`config.mk`:
```
export PLATFORM = sky130hd
export DESIGN_NAME = yuv_quad_to_rgb
export DESIGN_NICKNAME = d
export VERILOG_FILES = /design/src/rtl/yqr_pkg.sv /design/src/rtl/yuv_quad_to_rgb.sv /design/src/rtl/yqr_unpack.sv /design/src/rtl/yqr_expand.sv /design/src/rtl/yqr_mix.sv
export SDC_FILE = /design/constraint.sdc
export NUM_CORES = 2
export LEC_CHECK = 0
export BUFFER_PORTS_ARGS = -buffer_cell sky130_fd_sc_hd__buf_2
export CAP_MARGIN = 20
export CORE_ASPECT_RATIO = 2
export CORE_MARGIN = 5
export CORE_UTILIZATION = 60
export CTS_CLUSTER_SIZE = 20
export DETAILED_ROUTE_END_ITERATION = 10
export MAX_ROUTING_LAYER = met4
export PLACE_DENSITY_LB_ADDON = 0.08
export REMOVE_ABC_BUFFERS = 1
export SETUP_SLACK_MARGIN = 0.5
export SYNTH_ARGS = -nofsm -noshare
export SYNTH_HDL_FRONTEND = slang
export SYNTH_SLANG_ARGS = --single-unit
```
`constraint.sdc`:
```
create_clock -name clk -period 77.9 [get_ports clk]
set_input_delay 3.895 -clock clk [delete_from_list [all_inputs] [get_ports clk]]
set_output_delay 3.895 -clock clk [all_outputs]
set_load 0.05 [all_outputs]
```
`src/rtl/yqr_pkg.sv`:
```
package yqr_pkg;

  // configuration register indexes
  localparam logic CFG_DEPTH_MODE = 1'b0;
  localparam logic CFG_STUDIO     = 1'b1;

  // depth mode codes; the spare code behaves like the 16 bit one
  localparam logic [1:0] DEPTH_8B  = 2'd0;
  localparam logic [1:0] DEPTH_10B = 2'd1;

  localparam logic [15:0] LUMA_BLACK   = 16'd16;
  localparam logic [7:0]  CHROMA_ZERO  = 8'd128;
  // floor(2^32 / 219), estimate is low by at most one
  localparam logic [24:0] LUMA_RECIP   = 25'd19611722;
  localparam logic [7:0]  LUMA_DIV     = 8'd219;
  // ceil(2^16 / 7), exact for numerators below 1872
  localparam logic [13:0] CHROMA_RECIP = 14'd9363;

  localparam logic signed [26:0] COEF_RV = 27'sd91880;
  localparam logic signed [26:0] COEF_GU = 27'sd22580;
  localparam logic signed [26:0] COEF_GV = 27'sd46799;
  localparam logic signed [26:0] COEF_BU = 27'sd116128;

  typedef struct packed {
    logic valid;
    logic studio;
  } ctl_t;

  typedef struct packed {
    logic [15:0] ys;    // shifted luma
    logic        neg;   // below black level
    logic [23:0] mag;   // |y - 16| * 255
  } luma_pre_t;

  typedef struct packed {
    logic [7:0]  c;     // two's complement of sample - 128
    logic        neg;
    logic [14:0] mag;   // |c| * 255
  } chroma_pre_t;

  typedef struct packed {
    luma_pre_t   pre;
    logic [16:0] q_est;
  } luma_div_t;

  typedef struct packed {
    chroma_pre_t pre;
    logic [7:0]  q;
  } chroma_div_t;

  typedef logic signed [17:0] luma_t;
  typedef logic signed [8:0]  chroma_t;
  typedef logic signed [26:0] term_t;
  typedef logic [2:0][7:0]    rgb_t;

  function automatic logic [15:0] sample_shift(input logic [15:0] raw, input logic [1:0] mode);
    logic [15:0] res;
    case (mode)
      DEPTH_8B:  res = raw;
      DEPTH_10B: res = raw >> 2;
      default:   res = raw >> 8;
    endcase
    return res;
  endfunction

  // signed 20.16 value to 8 bits: fraction truncated, integer part saturated to 0..255
  function automatic logic [7:0] clamp_channel(input logic signed [35:0] x);
    logic [7:0] res;
    if (x > 36'sh0FFFFFF) begin
      res = 8'd255;
    end else if (x <= 36'sh000FFFF) begin
      res = 8'd0;
    end else begin
      res = x[23:16];
    end
    return res;
  endfunction

endpackage

```
`src/rtl/yuv_quad_to_rgb.sv`:
```
// channel   direction  handshake              payload
// in_       input      in_valid / in_ready    four 16 bit luma, 16 bit u and v
// out_      output     out_valid / out_ready  four pixels of 8 bit red, green, blue
// cfg_      input      cfg_we                 cfg_index selects, cfg_wdata 2 bits
//
// one quad per cycle unless the output stalls; each accepted request passes through
// the five register stages in order: unpack, reciprocal multiply, divide correction,
// chroma products, sum and clamp into the output register
// a stalled output freezes every stage at once; in_ready is low only then
// synchronous reset clears the stage valid bits and both registers
module yuv_quad_to_rgb import yqr_pkg::*; (
  input  logic        clk,
  input  logic        rst_n,
  input  logic        in_valid,
  output logic        in_ready,
  input  logic [15:0] in_luma_top_left,
  input  logic [15:0] in_luma_top_right,
  input  logic [15:0] in_luma_bottom_left,
  input  logic [15:0] in_luma_bottom_right,
  input  logic [15:0] in_chroma_u_sample,
  input  logic [15:0] in_chroma_v_sample,
  output logic        out_valid,
  input  logic        out_ready,
  output logic [7:0]  out_red_top_left,
  output logic [7:0]  out_green_top_left,
  output logic [7:0]  out_blue_top_left,
  output logic [7:0]  out_red_top_right,
  output logic [7:0]  out_green_top_right,
  output logic [7:0]  out_blue_top_right,
  output logic [7:0]  out_red_bottom_left,
  output logic [7:0]  out_green_bottom_left,
  output logic [7:0]  out_blue_bottom_left,
  output logic [7:0]  out_red_bottom_right,
  output logic [7:0]  out_green_bottom_right,
  output logic [7:0]  out_blue_bottom_right,
  input  logic        cfg_we,
  input  logic        cfg_index,
  input  logic [1:0]  cfg_wdata
);

  logic [1:0]         depth_mode_r;
  logic               studio_r;
  logic               en;
  ctl_t               in_ctl;
  ctl_t               s1_ctl, s3_ctl, s5_ctl;
  luma_pre_t   [3:0]  s1_luma;
  chroma_pre_t        s1_u, s1_v;
  luma_t       [3:0]  s3_luma;
  chroma_t            s3_u, s3_v;
  rgb_t        [3:0]  pix;

  always_ff @(posedge clk) begin
    if (!rst_n) begin
      depth_mode_r <= DEPTH_8B;
      studio_r     <= 1'b0;
    end else if (cfg_we) begin
      case (cfg_index)
        CFG_DEPTH_MODE: depth_mode_r <= cfg_wdata;
        CFG_STUDIO:     studio_r     <= cfg_wdata[0];
        default:        ;
      endcase
    end
  end

  assign en            = !s5_ctl.valid || out_ready;
  assign in_ready      = en;
  assign in_ctl.valid  = in_valid;
  assign in_ctl.studio = studio_r;

  yqr_unpack u_unpack (
    .clk        (clk),
    .rst_n      (rst_n),
    .en         (en),
    .ctl_in     (in_ctl),
    .depth_mode (depth_mode_r),
    .luma_raw   ({in_luma_bottom_right, in_luma_bottom_left,
                  in_luma_top_right, in_luma_top_left}),
    .u_raw      (in_chroma_u_sample),
    .v_raw      (in_chroma_v_sample),
    .ctl_out    (s1_ctl),
    .luma_out   (s1_luma),
    .u_out      (s1_u),
    .v_out      (s1_v)
  );

  yqr_expand u_expand (
    .clk      (clk),
    .rst_n    (rst_n),
    .en       (en),
    .ctl_in   (s1_ctl),
    .luma_in  (s1_luma),
    .u_in     (s1_u),
    .v_in     (s1_v),
    .ctl_out  (s3_ctl),
    .luma_out (s3_luma),
    .u_out    (s3_u),
    .v_out    (s3_v)
  );

  yqr_mix u_mix (
    .clk     (clk),
    .rst_n   (rst_n),
    .en      (en),
    .ctl_in  (s3_ctl),
    .luma_in (s3_luma),
    .u_in    (s3_u),
    .v_in    (s3_v),
    .ctl_out (s5_ctl),
    .pix_out (pix)
  );

  assign out_valid              = s5_ctl.valid;
  assign out_red_top_left       = pix[0][0];
  assign out_green_top_left     = pix[0][1];
  assign out_blue_top_left      = pix[0][2];
  assign out_red_top_right      = pix[1][0];
  assign out_green_top_right    = pix[1][1];
  assign out_blue_top_right     = pix[1][2];
  assign out_red_bottom_left    = pix[2][0];
  assign out_green_bottom_left  = pix[2][1];
  assign out_blue_bottom_left   = pix[2][2];
  assign out_red_bottom_right   = pix[3][0];
  assign out_green_bottom_right = pix[3][1];
  assign out_blue_bottom_right  = pix[3][2];

  a_reset_empty: assert property (@(posedge clk) !rst_n |=> !out_valid)
    else $error("output valid after reset");

  a_valid_source: assert property (@(posedge clk) disable iff (!rst_n)
    $rose(out_valid) |-> $past(s3_ctl.valid, 2))
    else $error("output valid without an item in flight");

  // in studio mode, expanded top left and bottom right luma stays within the studio mapping of a 16 bit sample
  a_luma_range: assert property (@(posedge clk) disable iff (!rst_n)
    s3_ctl.valid && s3_ctl.studio |->
      $signed(s3_luma[0]) >= -18 && $signed(s3_luma[0]) <= 76289 &&
      $signed(s3_luma[3]) >= -18 && $signed(s3_luma[3]) <= 76289)
    else $error("expanded luma out of range");

  a_chroma_range: assert property (@(posedge clk) disable iff (!rst_n)
    s3_ctl.valid && s3_ctl.studio |->
      $signed(s3_u) >= -145 && $signed(s3_u) <= 144 &&
      $signed(s3_v) >= -145 && $signed(s3_v) <= 144)
    else $error("expanded chroma out of range");

endmodule

```
`src/rtl/yqr_unpack.sv`:
```
module yqr_unpack import yqr_pkg::*; (
  input  logic                   clk,
  input  logic                   rst_n,
  input  logic                   en,
  input  ctl_t                   ctl_in,
  input  logic [1:0]             depth_mode,
  input  logic [3:0][15:0]       luma_raw,
  input  logic [15:0]            u_raw,
  input  logic [15:0]            v_raw,
  output ctl_t                   ctl_out,
  output luma_pre_t [3:0]        luma_out,
  output chroma_pre_t            u_out,
  output chroma_pre_t            v_out
);

  ctl_t                ctl_r;
  luma_pre_t   [3:0]   luma_r, luma_nxt;
  chroma_pre_t         u_r, u_nxt, v_r, v_nxt;

  function automatic chroma_pre_t chroma_prep(input logic [15:0] raw, input logic [1:0] mode);
    chroma_pre_t res;
    logic [15:0] cs;
    logic [7:0]  c8;
    logic [7:0]  abs_c;
    logic [15:0] prod;
    cs        = sample_shift(raw, mode);
    c8        = cs[7:0];
    res.c     = {~c8[7], c8[6:0]};
    res.neg   = ~c8[7];
    abs_c     = res.neg ? (CHROMA_ZERO - c8) : (c8 - CHROMA_ZERO);
    prod      = {abs_c, 8'd0} - {8'd0, abs_c};
    res.mag   = prod[14:0];
    return res;
  endfunction

  always_comb begin
    logic [15:0] nm;
    for (int k = 0; k < 4; k++) begin
      luma_nxt[k].ys  = sample_shift(luma_raw[k], depth_mode);
      luma_nxt[k].neg = luma_nxt[k].ys < LUMA_BLACK;
      nm = luma_nxt[k].neg ? (LUMA_BLACK - luma_nxt[k].ys) : (luma_nxt[k].ys - LUMA_BLACK);
      luma_nxt[k].mag = {nm, 8'd0} - {8'd0, nm};
    end
    u_nxt = chroma_prep(u_raw, depth_mode);
    v_nxt = chroma_prep(v_raw, depth_mode);
  end

  always_ff @(posedge clk) begin
    if (!rst_n) begin
      ctl_r <= '0;
    end else if (en) begin
      ctl_r <= ctl_in;
    end
  end

  always_ff @(posedge clk) begin
    if (en) begin
      luma_r <= luma_nxt;
      u_r    <= u_nxt;
      v_r    <= v_nxt;
    end
  end

  assign ctl_out  = ctl_r;
  assign luma_out = luma_r;
  assign u_out    = u_r;
  assign v_out    = v_r;

endmodule

```
`src/rtl/yqr_expand.sv`:
```
module yqr_expand import yqr_pkg::*; (
  input  logic                 clk,
  input  logic                 rst_n,
  input  logic                 en,
  input  ctl_t                 ctl_in,
  input  luma_pre_t   [3:0]    luma_in,
  input  chroma_pre_t          u_in,
  input  chroma_pre_t          v_in,
  output ctl_t                 ctl_out,
  output luma_t       [3:0]    luma_out,
  output chroma_t              u_out,
  output chroma_t              v_out
);

  // first stage: reciprocal multiplies
  ctl_t               ctl1_r;
  luma_div_t   [3:0]  ld_r, ld_nxt;
  chroma_div_t        ud_r, ud_nxt, vd_r, vd_nxt;

  // second stage: correction, sign and range select
  ctl_t               ctl2_r;
  luma_t       [3:0]  y_r, y_nxt;
  chroma_t            u_r, u_nxt, v_r, v_nxt;

  function automatic chroma_div_t chroma_div(input chroma_pre_t p);
    chroma_div_t res;
    logic [23:0] prod;
    // divide by 32 then by 7
    prod    = 24'(p.mag[14:5]) * 24'(CHROMA_RECIP);
    res.pre = p;
    res.q   = prod[23:16];
    return res;
  endfunction

  function automatic chroma_t chroma_fin(input chroma_div_t d, input logic studio);
    chroma_t q9;
    chroma_t res;
    q9 = $signed({1'b0, d.q});
    if (studio) begin
      res = d.pre.neg ? -q9 : q9;
    end else begin
      res = $signed({d.pre.c[7], d.pre.c});
    end
    return res;
  endfunction

  always_comb begin
    logic [48:0] prod;
    for (int k = 0; k < 4; k++) begin
      prod            = 49'(luma_in[k].mag) * 49'(LUMA_RECIP);
      ld_nxt[k].pre   = luma_in[k];
      ld_nxt[k].q_est = prod[48:32];
    end
    ud_nxt = chroma_div(u_in);
    vd_nxt = chroma_div(v_in);
  end

  always_comb begin
    logic [24:0] back;
    logic [24:0] rem;
    logic [16:0] q;
    luma_t       qs;
    for (int k = 0; k < 4; k++) begin
      back = 25'(ld_r[k].q_est) * 25'(LUMA_DIV);
      rem  = 25'(ld_r[k].pre.mag) - back;
      q    = ld_r[k].q_est + 17'(rem >= 25'(LUMA_DIV));
      qs   = $signed({1'b0, q});
      if (ctl1_r.studio) begin
        y_nxt[k] = ld_r[k].pre.neg ? -qs : qs;
      end else begin
        y_nxt[k] = $signed({2'b00, ld_r[k].pre.ys});
      end
    end
    u_nxt = chroma_fin(ud_r, ctl1_r.studio);
    v_nxt = chroma_fin(vd_r, ctl1_r.studio);
  end

  always_ff @(posedge clk) begin
    if (!rst_n) begin
      ctl1_r <= '0;
      ctl2_r <= '0;
    end else if (en) begin
      ctl1_r <= ctl_in;
      ctl2_r <= ctl1_r;
    end
  end

  always_ff @(posedge clk) begin
    if (en) begin
      ld_r <= ld_nxt;
      ud_r <= ud_nxt;
      vd_r <= vd_nxt;
      y_r  <= y_nxt;
      u_r  <= u_nxt;
      v_r  <= v_nxt;
    end
  end

  assign ctl_out  = ctl2_r;
  assign luma_out = y_r;
  assign u_out    = u_r;
  assign v_out    = v_r;

endmodule

```
`src/rtl/yqr_mix.sv`:
```
module yqr_mix import yqr_pkg::*; (
  input  logic             clk,
  input  logic             rst_n,
  input  logic             en,
  input  ctl_t             ctl_in,
  input  luma_t   [3:0]    luma_in,
  input  chroma_t          u_in,
  input  chroma_t          v_in,
  output ctl_t             ctl_out,
  output rgb_t    [3:0]    pix_out
);

  // chroma terms are shared by the four pixels
  ctl_t            ctl1_r;
  luma_t   [3:0]   y_r;
  term_t           rv_r, rv_nxt, gu_r, gu_nxt, gv_r, gv_nxt, bu_r, bu_nxt;

  ctl_t            ctl2_r;
  rgb_t    [3:0]   pix_r, pix_nxt;

  always_comb begin
    term_t ue;
    term_t ve;
    ue     = 27'($signed(u_in));
    ve     = 27'($signed(v_in));
    rv_nxt = ve * COEF_RV;
    gu_nxt = ue * COEF_GU;
    gv_nxt = ve * COEF_GV;
    bu_nxt = ue * COEF_BU;
  end

  always_comb begin
    logic signed [35:0] ysh;
    logic signed [35:0] rs;
    logic signed [35:0] gs;
    logic signed [35:0] bs;
    for (int k = 0; k < 4; k++) begin
      ysh = 36'($signed(y_r[k])) <<< 16;
      rs  = ysh + 36'($signed(rv_r));
      gs  = ysh - 36'($signed(gu_r)) - 36'($signed(gv_r));
      bs  = ysh + 36'($signed(bu_r));
      pix_nxt[k][0] = clamp_channel(rs);
      pix_nxt[k][1] = clamp_channel(gs);
      pix_nxt[k][2] = clamp_channel(bs);
    end
  end

  always_ff @(posedge clk) begin
    if (!rst_n) begin
      ctl1_r <= '0;
      ctl2_r <= '0;
    end else if (en) begin
      ctl1_r <= ctl_in;
      ctl2_r <= ctl1_r;
    end
  end

  always_ff @(posedge clk) begin
    if (en) begin
      y_r   <= luma_in;
      rv_r  <= rv_nxt;
      gu_r  <= gu_nxt;
      gv_r  <= gv_nxt;
      bu_r  <= bu_nxt;
      pix_r <= pix_nxt;
    end
  end

  assign ctl_out = ctl2_r;
  assign pix_out = pix_r;

endmodule
```
==> impl_metrics.toml <==
[outcome]
status = "completed"

[yosys]
netlist_area_um2 = 105000
synthFlopType = "edfxtp_1"
synth.area.top_cells = "ha_1 (24%), edfxtp_1 (22%), fa_1 (21%)"
yosysUniqueCellTypes = 117
synth_edf_count = 785
ys_seq_area_frac = 0.225
async_reset_ff_frac = 0
synth_warnings = 0
syn_avg_cell_area_um2 = 10.4
synth_top_area_frac = 0.236
post-synth-top-area-cell = "ha_1"
synth_seq_cells = 795
synth_most_common_cell = "inv_1"
synth_cells = 10100
ys_top_cells_by_count = "inv_1 (2084), ha_1 (1991), fa_1 (1117), edfxtp_1 (785), a21oi_1 (465)"

[routing]
antenna_left = 0
first_pass_iters = 8
first_iter_violations = 3702
routed_wirelength_um = 272000
viasPerCell = 5.77
vias = 73500
wl_per_cell_um = 21.4
drc = 0

[cells_and_area]
utilization = 0.640
final_cells = 12700
fin_nets = 13600
syn_to_final_growth_pct = 6.12
layout-drive-gt1-share = 0.0535
nFillCells = 14500

[clock_tree]
hold_buffers = 0
post_cts_buffers = 0
worstSkewPairLatency_ps = 680
cts_max_path_buffers = 3
cts_buffers = 78
cts.sinks = 795
root_buffer = "clkbuf_16"
cts_tree = "built"
clkTransAtPathRegs_ps = 70
htree_num_levels = 3
ctsResizeCount = 0

[setup_path]
path_max_fanout = 5
cp_common_cell = "inv_1"
worstPathRequired_ps = 78310
cp_slowest_stage_delay_ps = 560
crit_type = "reg2reg"
critPathArrivalTime_ps = 9170
slowest_stage = "fa_1"
worst_setup_path_end_kind = "flip-flop"
critPathLaunchType = "flip-flop"

[grt]
overflow = 0
grt_antenna_before_repair = 7
grt_pass1_wl_um = 425000
grt_use_total = 0.303
grt_start_max_net_pins = 199
grt_pass1_vias = 78800

[timing]
worstMarginPinSlew_ps = 1130
max_freq_mhz = 114
finalSetupViolCount = 0
finalHoldViolations = 0
fin_crit_sh = 0.112
finalMaxSlewViolations = 0
skew_ps = 32.8
grt_setup_unrepaired = "no"
relSlewSlack = 0.243
fin_setup_tns_ps = 0
min_period_ps = 8760

[die]
io_pins = 202
die_area_um2 = 185000
fp.dieW_um = 306
core_area_um2 = 175000
initial_core_util = 0.603
row_count = 217
die_h_um = 603

[hold_path]
hp-class = "reg2reg"

[placement]
port_buffers = 201
hpwlAfterDp_um = 231000
gp_congestion = 0.946
dp.cells = 12600

[flow_run]
maxCapViolations = 0
[layout make-up]
cell class | count | area (um^2) | area share
antenna | 6 | 15.0 | 0.000134
sequential | 795 | 23800 | 0.213
multi-input combinational | 7149 | 73400 | 0.656
inverter | 2096 | 7870 | 0.0703
clock inverter | 56 | 592 | 0.00529
clock buffer | 87 | 2010 | 0.0179
timing repair buffer | 251 | 1410 | 0.0126
tap | 2299 | 2880 | 0.0257
[cells in the final DEF (no fill, tap or decap), types with 163 or more instances in the layout]
cell type / synthesis / final
a21oi_1: 465 / 465
nand3_1: 170 / 170
xor2_1: 169 / 169
edfxtp_1: 785 / 785
fa_1: 1117 / 1117
inv_1: 2084 / 2082
nor3_1: 163 / 163
xnor2_1: 414 / 414
o21ai_0: 292 / 292
nand2_1: 359 / 359
buf_2: 18 / 201
ha_1: 1991 / 1991
nor2_1: 414 / 413
[critical path, delay by kind of cell, from the launching register on]
family          cells  cell delay [ps]
flops               1              480
buf+inv             5              390
xor+xnor            2              350
compound gates      5              920
fa+ha+maj           7             2940
mux                 1              270
simple gates       13             3170
[per-layer routing]
metal / GRT usage / vias to the layer above / wire (um)
li1: - / 34700 / -
met2: 0.567 / 1686 / 147000
met4: 0.146 / 0 / 17000
met5: - / - / 0
met1: 0.320 / 36400 / 98600
met3: 0.0274 / 679 / 9550
[path summary, 6_finish.rpt]
path                                   startpoint                         endpoint  slack (ps)  depth (start not counted)
setup / recovery     u_expand.ld_r[187]$_DFFE_PP_  u_expand.luma_out[69]$_DFFE_PP_       69140                         33
hold / removal    u_expand.luma_out[32]$_DFFE_PP_          u_mix.y_r[32]$_DFFE_PP_         400                          0
setup reg to reg     u_expand.ld_r[187]$_DFFE_PP_  u_expand.luma_out[69]$_DFFE_PP_       69140                         33
hold reg to reg   u_expand.luma_out[32]$_DFFE_PP_          u_mix.y_r[32]$_DFFE_PP_         400                          0
[logic make-up after synthesis]
group | count (synthesis) | share of synthesized area
AO/OA/AOI/OAI | 1668 | 0.105
flip-flops | 795 | 0.225
AND/OR/NAND/NOR | 1599 | 0.0749
multiplexers | 191 | 0.0196
buffers and inverters | 2182 | 0.0790
XOR/XNOR | 583 | 0.0484
adder cells (fa/ha/maj) | 3108 | 0.448
[metrics by stage]
stage	hold WS, ps	setup slack (ps)	instance area [um^2]
global route	407	68670	112000
floorplan	400	50870	105000
CTS	394	69260	112000
finish	401	69140	112000
global placement	401	69130	109000
detailed placement	405	69030	109000
[state kept, by name, summed over array words and instances (netlist names)]
name / count
u_expand.ud_r: 16
u_mix.ctl_out: 1
u_expand.vd_r: 16
u_expand.ctl_out: 1
u_mix.bu_r: 11
u_unpack.u_out: 18
u_mix.rv_r: 11
u_mix.gu_r: 23
u_mix.gv_r: 26
u_mix.y_r: 72
u_expand.luma_out: 72
u_unpack.ctl_out: 2
u_mix.pix_out: 96
u_expand.ctl1_r: 2
u_mix.ctl1_r: 1
u_unpack.v_out: 18
depth_mode_r: 2
u_unpack.luma_out: 160
u_expand.u_out: 9
studio_r: 1
u_expand.ld_r: 228
u_expand.v_out: 9
Power is left out: the tool's default activity adds up to more than one toggle a clock period on the data nets, which glitch-free logic cannot reach.
